===== config.mk =====
export PLATFORM = sky130hd
export DESIGN_NAME = smc_ctrl
export DESIGN_NICKNAME = d
export VERILOG_FILES = /design/src/smc_pkg.sv /design/src/smc_ctrl.sv
export SDC_FILE = /design/constraint.sdc
export NUM_CORES = 1
export LEC_CHECK = 0
export ABC_AREA = 1
export BUFFER_PORTS_ARGS = -buffer_cell sky130_fd_sc_hd__buf_4
export CORE_UTILIZATION = 35
export DETAILED_ROUTE_END_ITERATION = 10
export GPL_ROUTABILITY_DRIVEN = 0
export PLACE_DENSITY_LB_ADDON = 0.05
export SKIP_CTS_REPAIR_TIMING = 1
export SYNTH_ARGS = -nofsm -noshare
export SYNTH_HDL_FRONTEND = slang
export SYNTH_SLANG_ARGS = --single-unit

===== constraint.sdc =====
create_clock -name clk -period 1.5 [get_ports clk]
set_input_delay 0 -clock clk [delete_from_list [all_inputs] [get_ports clk]]
set_output_delay 0 -clock clk [all_outputs]
set_load 0.01 [all_outputs]

===== src/smc_pkg.sv =====
`default_nettype none
package smc_pkg;

  localparam int FFT_BINS   = 1024;
  localparam int LO_STEPS   = 16;
  localparam int TOTAL_BINS = FFT_BINS * LO_STEPS;
  localparam int ADDR_W     = $clog2(TOTAL_BINS);

  localparam int OP_W    = 3;
  localparam int LO_W    = 4;
  localparam int BIN_W   = 10;
  localparam int MAG_W   = 24;
  localparam int PEAK_W  = 23;
  localparam int ACC_W   = 32;
  localparam int MASK_W  = 17;
  localparam int FRAME_W = 16;
  localparam int QUO_W   = 16;

  localparam logic [MASK_W-1:0]  Q_ONE     = MASK_W'(65536);
  localparam logic [FRAME_W-1:0] FRAME_MAX = '1;
  localparam logic [ACC_W-1:0]   ACC_MAX   = '1;

  typedef enum logic [OP_W-1:0] {
    OP_START = 3'd0,
    OP_ACCUM = 3'd1,
    OP_END   = 3'd2,
    OP_FIN   = 3'd3,
    OP_CLEAR = 3'd4,
    OP_READ  = 3'd5
  } op_t;

  // controller to datapath
  typedef struct packed {
    logic latch;
    logic addr_load;
    logic addr_clear;
    logic addr_inc;
    logic acc_rd;
    logic acc_wr;
    logic mask_rd;
    logic mask_wr;
    logic zero_wr;
    logic div_start;
    logic div_fin;
    logic frame_clear;
    logic frame_inc;
    logic active_set;
    logic active_clear;
    logic load_out;
  } cmd_t;

  // datapath to controller
  typedef struct packed {
    op_t  op;
    logic acc_ok;
    logic in_range;
    logic frame_nz;
    logic norm_direct;
    logic fin_direct;
    logic addr_last;
    logic div_done;
    logic div_busy;
    logic out_free;
  } status_t;

endpackage
`default_nettype wire


===== src/smc_ctrl.sv =====
`default_nettype none
module smc_ctrl (
  input  wire logic                clk,
  input  wire logic                rst,
  input  wire logic                in_valid,
  output logic                     in_ready,
  input  wire smc_pkg::status_t    st,
  output smc_pkg::cmd_t            cmd
);
  import smc_pkg::*;

  typedef enum logic [11:0] {
    S_IDLE     = 12'b0000_0000_0001,
    S_DISPATCH = 12'b0000_0000_0010,
    S_SWEEP    = 12'b0000_0000_0100,
    S_ACC_RD   = 12'b0000_0000_1000,
    S_ACC_CHK  = 12'b0000_0001_0000,
    S_ACC_DIV  = 12'b0000_0010_0000,
    S_ACC_WR   = 12'b0000_0100_0000,
    S_FIN_RD   = 12'b0000_1000_0000,
    S_FIN_CHK  = 12'b0001_0000_0000,
    S_FIN_DIV  = 12'b0010_0000_0000,
    S_RD_MASK  = 12'b0100_0000_0000,
    S_DONE     = 12'b1000_0000_0000
  } state_t;

  state_t state, state_next;
  logic   sweep_mask, sweep_mask_next;
  logic   sweep_reply, sweep_reply_next;

  always_ff @(posedge clk) begin
    if (rst) begin
      state       <= S_SWEEP;
      sweep_mask  <= 1'b1;
      sweep_reply <= 1'b0;
    end else begin
      state       <= state_next;
      sweep_mask  <= sweep_mask_next;
      sweep_reply <= sweep_reply_next;
    end
  end

  assign in_ready = state == S_IDLE;

  always_comb begin
    state_next       = state;
    sweep_mask_next  = sweep_mask;
    sweep_reply_next = sweep_reply;
    cmd              = '0;
    cmd.latch        = in_valid && in_ready;
    case (state)
      S_IDLE: begin
        if (in_valid) begin
          state_next = S_DISPATCH;
        end
      end
      S_DISPATCH: begin
        case (st.op)
          OP_START: begin
            cmd.addr_clear   = 1'b1;
            cmd.frame_clear  = 1'b1;
            sweep_mask_next  = 1'b0;
            sweep_reply_next = 1'b1;
            state_next       = S_SWEEP;
          end
          OP_ACCUM: begin
            cmd.addr_load = st.acc_ok;
            state_next    = st.acc_ok ? S_ACC_RD : S_DONE;
          end
          OP_END: begin
            cmd.frame_inc = 1'b1;
            state_next    = S_DONE;
          end
          OP_FIN: begin
            cmd.addr_clear = st.frame_nz;
            state_next     = st.frame_nz ? S_FIN_RD : S_DONE;
          end
          OP_CLEAR: begin
            cmd.addr_clear   = 1'b1;
            cmd.frame_clear  = 1'b1;
            cmd.active_clear = 1'b1;
            sweep_mask_next  = 1'b1;
            sweep_reply_next = 1'b1;
            state_next       = S_SWEEP;
          end
          OP_READ: begin
            cmd.addr_load = st.in_range;
            state_next    = st.in_range ? S_RD_MASK : S_DONE;
          end
          default: state_next = S_DONE;
        endcase
      end
      // zero one entry per cycle
      S_SWEEP: begin
        cmd.acc_wr   = 1'b1;
        cmd.mask_wr  = sweep_mask;
        cmd.zero_wr  = 1'b1;
        cmd.addr_inc = 1'b1;
        if (st.addr_last) begin
          state_next = sweep_reply ? S_DONE : S_IDLE;
        end
      end
      S_ACC_RD: begin
        cmd.acc_rd = 1'b1;
        state_next = S_ACC_CHK;
      end
      S_ACC_CHK: begin
        if (st.norm_direct) begin
          state_next = S_ACC_WR;
        end else begin
          cmd.div_start = 1'b1;
          state_next    = S_ACC_DIV;
        end
      end
      S_ACC_DIV: begin
        if (st.div_done) begin
          state_next = S_ACC_WR;
        end
      end
      S_ACC_WR: begin
        cmd.acc_wr = 1'b1;
        state_next = S_DONE;
      end
      S_FIN_RD: begin
        cmd.acc_rd = 1'b1;
        state_next = S_FIN_CHK;
      end
      S_FIN_CHK, S_FIN_DIV: begin
        if ((state == S_FIN_CHK && st.fin_direct) || (state == S_FIN_DIV && st.div_done)) begin
          cmd.mask_wr = 1'b1;
          if (st.addr_last) begin
            cmd.active_set = 1'b1;
            state_next     = S_DONE;
          end else begin
            cmd.addr_inc = 1'b1;
            state_next   = S_FIN_RD;
          end
        end else if (state == S_FIN_CHK) begin
          cmd.div_start = 1'b1;
          cmd.div_fin   = 1'b1;
          state_next    = S_FIN_DIV;
        end
      end
      S_RD_MASK: begin
        cmd.mask_rd = 1'b1;
        state_next  = S_DONE;
      end
      S_DONE: begin
        if (st.out_free) begin
          cmd.load_out = 1'b1;
          state_next   = S_IDLE;
        end
      end
      default: state_next = S_IDLE;
    endcase
  end

endmodule
`default_nettype wire


# Word level (Yosys, flattened, before mapping)

Cells that the tools add are included.
W data, S select, Z words.

Flip-flop bits (word level): 14
Bits in latches: 0
Memory bits (writable): 0
Memory bits (read-only): 0
Input port bits: 15
Output and inout port bits: 17
Word-level logic and storage cells: 81
Memories kept: 0

$add $sub $neg: 0
$mul: 0
Divide/modulo/power cells: 0
Order comparisons: 0
Equal/unequal tests: 22
Shifts and indexed selects: 0
Muxes and demuxes: 42
Bitwise operators: 0
Reduce and logical (&&, ||, !) cells: 14

Operator list:

| cell                   | number |
|---|---|
| $mux W12               | 11 |
| $pmux W12 S10          | 1 |
| $pmux W12 S4           | 1 |
| $mux W1                | 18 |
| $eq A12 B1 Y1 const B  | 1 |
| $eq A12 B10 Y1 const B | 1 |
| $eq A12 B11 Y1 const B | 1 |
| $eq A12 B12 Y1 const B | 1 |
| $eq A12 B2 Y1 const B  | 1 |
| $eq A12 B3 Y1 const B  | 1 |
| $eq A12 B4 Y1 const B  | 1 |
| $eq A12 B5 Y1 const B  | 1 |
| $eq A12 B6 Y1 const B  | 1 |
| $eq A12 B7 Y1 const B  | 1 |
| $eq A12 B8 Y1 const B  | 1 |
| $eq A12 B9 Y1 const B  | 1 |
| $pmux W1 S2            | 6 |
| $reduce_or A2 Y1       | 5 |
| $mux W2                | 4 |
| $ne A2 B2 Y1 const B   | 4 |
| $mux W7                | 1 |
| $eq A3 B2 Y1 const B   | 2 |
| $eq A3 B3 Y1 const B   | 2 |
| $reduce_and A5 Y1      | 1 |
| 7 further kinds        | 10 |

# Depth between registers and ports, before layout

Gate-level depths: netlist (run 1).

Depth in word-level cells: 5
Gate-level depth with buffers: 11
Gate-level depth less buffers: 11

# Worst setup path before layout (run 1)

OpenSTA, ideal clock, no wires.

Path kind: register -> register
Start: register state[5]
End: register state[11]
Setup time: 0.062 ns
Arrival time: 1.239 ns
Data required time: 1.438 ns
Path slack: 0.200 ns
Cell stages (with the launch flop): 10
Path buffers: 0
Clock period less this slack: 1.300 ns
Cell sequence: dfxtp_1 -> nor2_2 -> nand2_4 -> nor2_8 -> nand3_4 -> a21oi_2 -> nor2_1 -> nand2_1 -> nand2_1 -> nor2_2

Longest elaborated chain between the ends: 5
Elaborated cells on any way between the ends: 25
Classes of those cells: eq/ne: 17; mux: 2; reduce/logical: 6

RTL lines:

| item                                               | line                                             | source |
|---|---|---|
| start: declaration                                 | smc_ctrl.sv:27                                   | `state_t state, state_next;` |
| start signal: assignment                           | smc_ctrl.sv:37                                   | `state <= state_next;` |
| $eq A12 B9 Y1 or $eq A12 B10 Y1 (tied branches)    | smc_ctrl.sv:51, smc_ctrl.sv:129, smc_ctrl.sv:138 |  |
| $logic_and A1 B1 Y1                                | smc_ctrl.sv:129                                  | `if ((state == S_FIN_CHK && st.fin_direct) \|\| (state == S_FIN_DIV && st.div_done)) begin` |
| $logic_or A1 B1 Y1                                 | smc_ctrl.sv:129                                  |  |
| $mux W12 or $ne A3 B3 Y1 (tied branches)           | --                                               |  |
| $pmux W12 S10 or $reduce_and A5 Y1 (tied branches) | --                                               |  |

Parallel ways exist; a longest one is shown, timed or not.
A chain may end at the register's enable or synchronous reset.

# Worst setup path in the final report (run 1)

Start: register state[11]
End: register state[10]

Same word-level chain as after synthesis.

==> results of run 1 <==
flip-flops by register name, summed over array words and instances, names as in the netlist:
name and cells:
state 12, sweep_reply 1, sweep_mask 1
placed cells by master (no fill, tap or decap), types with 4 or more instances in the layout:
cell type,instances
buf_4,39
dfxtp_1,6
dfxtp_2,6
inv_1,30
inv_2,5
nand2_1,29
nand2_2,14
nand2_4,7
nand3_1,10
nand3_2,5
nand4_1,4
nor2_1,17
nor2_2,8
nor2_4,10
nor3_1,6
cell usage after synthesis (3+ instances only):
cell       n
a21oi_1    3
nand4_1    4
nand3_1   14
inv_1     35
o21ai_0    3
nor2_1    23
dfxtp_1   14
nand3b_1   3
nor3_1     7
nor2_4     3
nand2_2    4
nand2_1   44
nor2_2     9
worst paths after layout:
kind	startpoint	to	slack [ps]	cells after the start
max reg2reg	state[11]	state[10]	-90	11
min	st[11]	sweep_mask	80	3
min reg2reg	sweep_reply	sweep_reply	470	2
max	state[11]	state[10]	-90	11
per-layer routing:
layer	routed length [µm]	vias to the layer above
met5	0	-
met4	31	0
met3	108	4
met2	1690	18
met1	1400	579
li1	-	660
logic make-up after synthesis:
kind of cell	after synthesis
AND/OR/NAND/NOR	122
buffers and inverters	39
flip-flops	14
AO/OA/AOI/OAI	8
layout make-up:
| type | instances | area (µm²) |
|---|---|---|
| fill | 311 | 1310 |
| multi-input combinational | 130 | 841 |
| timing repair buffer | 42 | 325 |
| sequential | 14 | 295 |
| inverter | 39 | 159 |
| tap | 44 | 55.1 |
| clock buffer | 4 | 36.3 |
| timing repair inverter | 1 | 8.76 |
worst max-delay path: stages, from the launching register on:
cell	delay [ps]
dfxtp_4	370
nor2_4	170
nand2_4	90
buf_6	120
nor2_4	170
nand3_2	100
nand2_2	70
nor2_2	50
nand2_4	130
inv_8	60
nand3b_1	90
inv_1	60
power groups by stage:
stage,sequential (mW),combinational (mW),clock (mW)
2_1_floorplan,0.459,0.653,0
3_3_place_gp,0.466,0.917,0
3_5_place_dp,0.468,0.930,0
4_1_cts,0.459,0.932,0.296
5_1_grt,0.491,1.34,0.307
6_report,0.485,1.24,0.281
==> impl_metrics.toml, run 1 <==
[logic_synthesis]
syn-num-nets = 198
async_reset_ff_share_pct = 0
synth_compound_area_share_pct = 4.16
syn_area_um2 = 1110
synth_flop_cell = "dfxtp_1"
yosys.area.top_type = "dfxtp_1"
synth_area_leaders = "dfxtp_1, nand2_1, inv_1"
synth_top_family_by_area = "simple AND/OR/NAND/NOR gates"
synth-warning-count = 0
ys_seq_area_share_pct = 25.2
synth_top_area_share_pct = 25.2
synth_adder_area_share_pct = 0
syn_inst = 183
ys_types = 26
synth_seq_cells = 14
synth.mux.area_fraction_pct = 0
avgSynthCellArea_um2 = 6.08
synth_edf_count = 0
synth_xor_area_share_pct = 0
synth-simple-area-share_pct = 57.3

[power]
clkPwrFrac_pct = 14.0
ir_drop_v = 0.000741
switching_share_pct = 47.4
leakage_nw = 0.907
power_mw = 2.00
power_density_nw_per_um2 = 1160
internal_power_mw = 1.05
seq_power_share_pct = 24.2
p_sw_uw = 948
power_frac_comb_pct = 61.7

[routing]
drtAntennaViolNets = 0
vias = 1261
drc = 0
routed_wirelength_mm = 3.22
routedWlPerCell_um = 11.8
firstDrtPassIters = 4
first_iter_violations = 25
via_per_inst = 4.60

[finish]
final_cell_area_um2 = 1720
syn2layout_area_growth_pct = 54.7
drive_gt1_share_pct = 50.0
nNetsFinal = 246
final_cells = 274
final_core_util_pct = 56.8
n_antenna_cell = 0

[timing]
period_share_pct = 106
clock.fmax_ghz = 0.631
finalHoldViolations = 0
slew_headroom_pct = 73.5
tightestPinTransition_ps = 395
setup_viol = 18
fin_crit_ps = 1590
setup_tns_ps = -887
fin_hold_ws_ps = 78.4
finClkSkew_ps = 5.35
rsz0062_at_grt = "yes"
setup_slack_ps = -86.0
drv_slew = 0

[clocking]
ctsHtreeMaxLevel = 1
path_clk_slew_ps = 90
cts_inserted_buffers = 3
clk_latency_ps = 280
cts_tree = "built"
cts.path.max_buffers = 2
clock_sink_count = 14
clockRootBuffer = "clkbuf_4"

[worst_setup_path]
crit_fanout = 7
arrival_ps = 1770
critPathKind = "reg -> reg"
critPathLaunchType = "flop"
end_kind = "flop"
crit_required_ps = 1680

[grt]
grt_pass1_wl_mm = 4.60
gr-usage-met2_pct = 29.6
grt_pass1_vias = 1062
grt-ovfl-total = 0
grtUsageMet3_pct = 3.52
antenna_found_initial = 0
grt_util_all_layers_pct = 17.8
grt_use_met1_pct = 22.9
grt_max_degree = 11
grt-busiest-layer = "met2"

[die]
die_h_um = 58.4
ios = 32
dieArea_um2 = 3410
initial_utilization_pct = 36.7
die_width_um = 58.4
rows = 20
core_region_area_um2 = 3030

[placed_design]
dp_worst_setup_slack_ps = 21.1
dp.cells = 257
hpwl_mm = 2.37
port_buffers = 30
dpl-instance-area_um2 = 1390

[outcome]
status = "finished with violations"
violations = "setup timing"

[run]
maxCapViolCount = 0

[hold_path]
hold_class = "in -> reg"
Power figures use the tool's default switching activity.
==> run 2, diff against run 1 <==
Settings changed: BUFFER_PORTS_ARGS -buffer_cell sky130_fd_sc_hd__buf_4 to unset, DONT_BUFFER_PORTS set to 1, HOLD_SLACK_MARGIN set to 0.12, SKIP_CTS_REPAIR_TIMING 1 to unset.
==> impl_metrics.toml, run 2 (synthesis results as in run 1) <==
[outcome]
status = "finished with violations"
violations = "setup timing"

[power]
power_mw = 1.96
p_sw_uw = 939
seq_power_share_pct = 24.6
leakage_nw = 0.848
switching_share_pct = 47.9
power_density_nw_per_um2 = 1170
power_frac_comb_pct = 63.7
internal_power_mw = 1.02
ir_drop_v = 0.000522
clkPwrFrac_pct = 11.7

[grt]
grt_use_met1_pct = 24.0
grt_pass1_vias = 1090
gr-usage-met2_pct = 32.5
grt-ovfl-total = 0
antenna_found_initial = 0
grt_pass1_wl_mm = 4.82
grt_max_degree = 11
grt_util_all_layers_pct = 18.9
grtUsageMet3_pct = 2.64
grt-busiest-layer = "met2"

[clocking]
cts_inserted_buffers = 3
clk_latency_ps = 290
path_clk_slew_ps = 90
cts_tree = "built"
ctsHtreeMaxLevel = 1
clock_sink_count = 14
clockRootBuffer = "clkbuf_4"
cts.path.max_buffers = 2

[die]
dieArea_um2 = 3410
rows = 20
die_width_um = 58.4
core_region_area_um2 = 3030
ios = 32
initial_utilization_pct = 36.7
die_h_um = 58.4

[routing]
first_iter_violations = 78
via_per_inst = 4.62
firstDrtPassIters = 5
drtAntennaViolNets = 0
routedWlPerCell_um = 12.1
vias = 1219
routed_wirelength_mm = 3.20
drc = 0

[finish]
largestRegisters = "state x12, sweep_mask x1, sweep_reply x1"
final_cell_area_um2 = 1670
largest_register_ffs = 12
syn2layout_area_growth_pct = 50.4
largest-register = "state"
final_cell_mix = "inv_1, nand2_1, buf_4"
n_antenna_cell = 0
nNetsFinal = 237
mostFrequentLayoutCell = "inv_1"
drive_gt1_share_pct = 44.5
final_cells = 264

[worst_setup_path]
crit_required_ps = 1500
crit_fanout = 6
r2r_setup_slack_ps = -10
critPathLaunchType = "flop"
critPathKind = "reg -> out"
end_kind = "primary output"
arrival_ps = 1510

[timing]
tightestPinTransition_ps = 349
period_share_pct = 101
clock.fmax_ghz = 0.661
drv_slew = 0
finClkSkew_ps = 4.61
setup_viol = 4
fin_hold_ws_ps = 140
fin_crit_ps = 1510
slew_headroom_pct = 76.6
setup_slack_ps = -12.6
finalHoldViolations = 0
rsz0062_at_grt = "yes"

[placed_design]
port_buffers = 0
dp.cells = 235
dpl-instance-area_um2 = 1230
hpwl_mm = 2.29
dp_worst_setup_slack_ps = 37.9

[run]
maxCapViolCount = 0

[hold_path]
hold_class = "in -> out"
[run 2: cell count changes in the layout (fill, tap and decap cells not counted), sizes merged]
cell | previous run | this run
clkbuf | 4 | 3
dlygate4sd3 | 1 | 11
buf | 41 | 22
[run 2: area by class of cell]
class,instances,area [µm²]
repair inverters,1,6.26
inverters,39,159
well taps,44,55.1
multi-input cells,130,843
clock buffers,3,22.5
flip-flops and latches,14,297
repair buffers,33,290
fillers,307,1360
[run 2: final timing paths]
path,cells after the start,end,startpoint
setup / recovery,7,cmd[12],state[5]
setup reg to reg,12,state[11],state[1]
hold reg to reg,2,sweep_reply,sweep_reply
hold / removal,2,cmd[15],in_valid
[run 2: layer usage]
layer  share of wire [%]  vias up
li1                    -      643
met1                  43      545
met2                  52       27
met3                 3.2        4
met4                0.84        0
met5                   0        -
[run 2: worst max-delay path, stage by stage (launching register included)]
cell and delay (ps):
dfxtp_4 380, nor2_4 100, nand2_4 100, nor2_8 190, nand3_4 120, nand2_4 120
inv_4 50, o21ai_4 160
[run 2: stage by stage]
stage | TNS (ps) | util (%)
after floorplan | 0 | -
after global placement | 0 | 40.5
after detailed placement | 0 | 40.5
after CTS | -74.2 | 49.6
after global routing | -1230 | 55.2
final | -31.2 | 55.2
[run 2: timing repair]
item / 4_1_cts / 5_1_grt
hold buffers: 11 / 0
resized for setup: 27 / 41
setup endpoints to repair: 7 / 23
hold endpoints to repair: 15 / 0
pin swaps: 14 / 24
cloned: 0 / 1
buffers inserted: 8 / 6
[run 2: power groups by stage]
stage / clock, mW / combinational (mW) / sequential, mW
4_1_cts: 0.234 / 0.962 / 0.466
2_1_floorplan: 0 / 0.653 / 0.459
3_5_place_dp: 0 / 0.816 / 0.464
6_report: 0.230 / 1.25 / 0.483
5_1_grt: 0.251 / 1.35 / 0.489
3_3_place_gp: 0 / 0.816 / 0.461
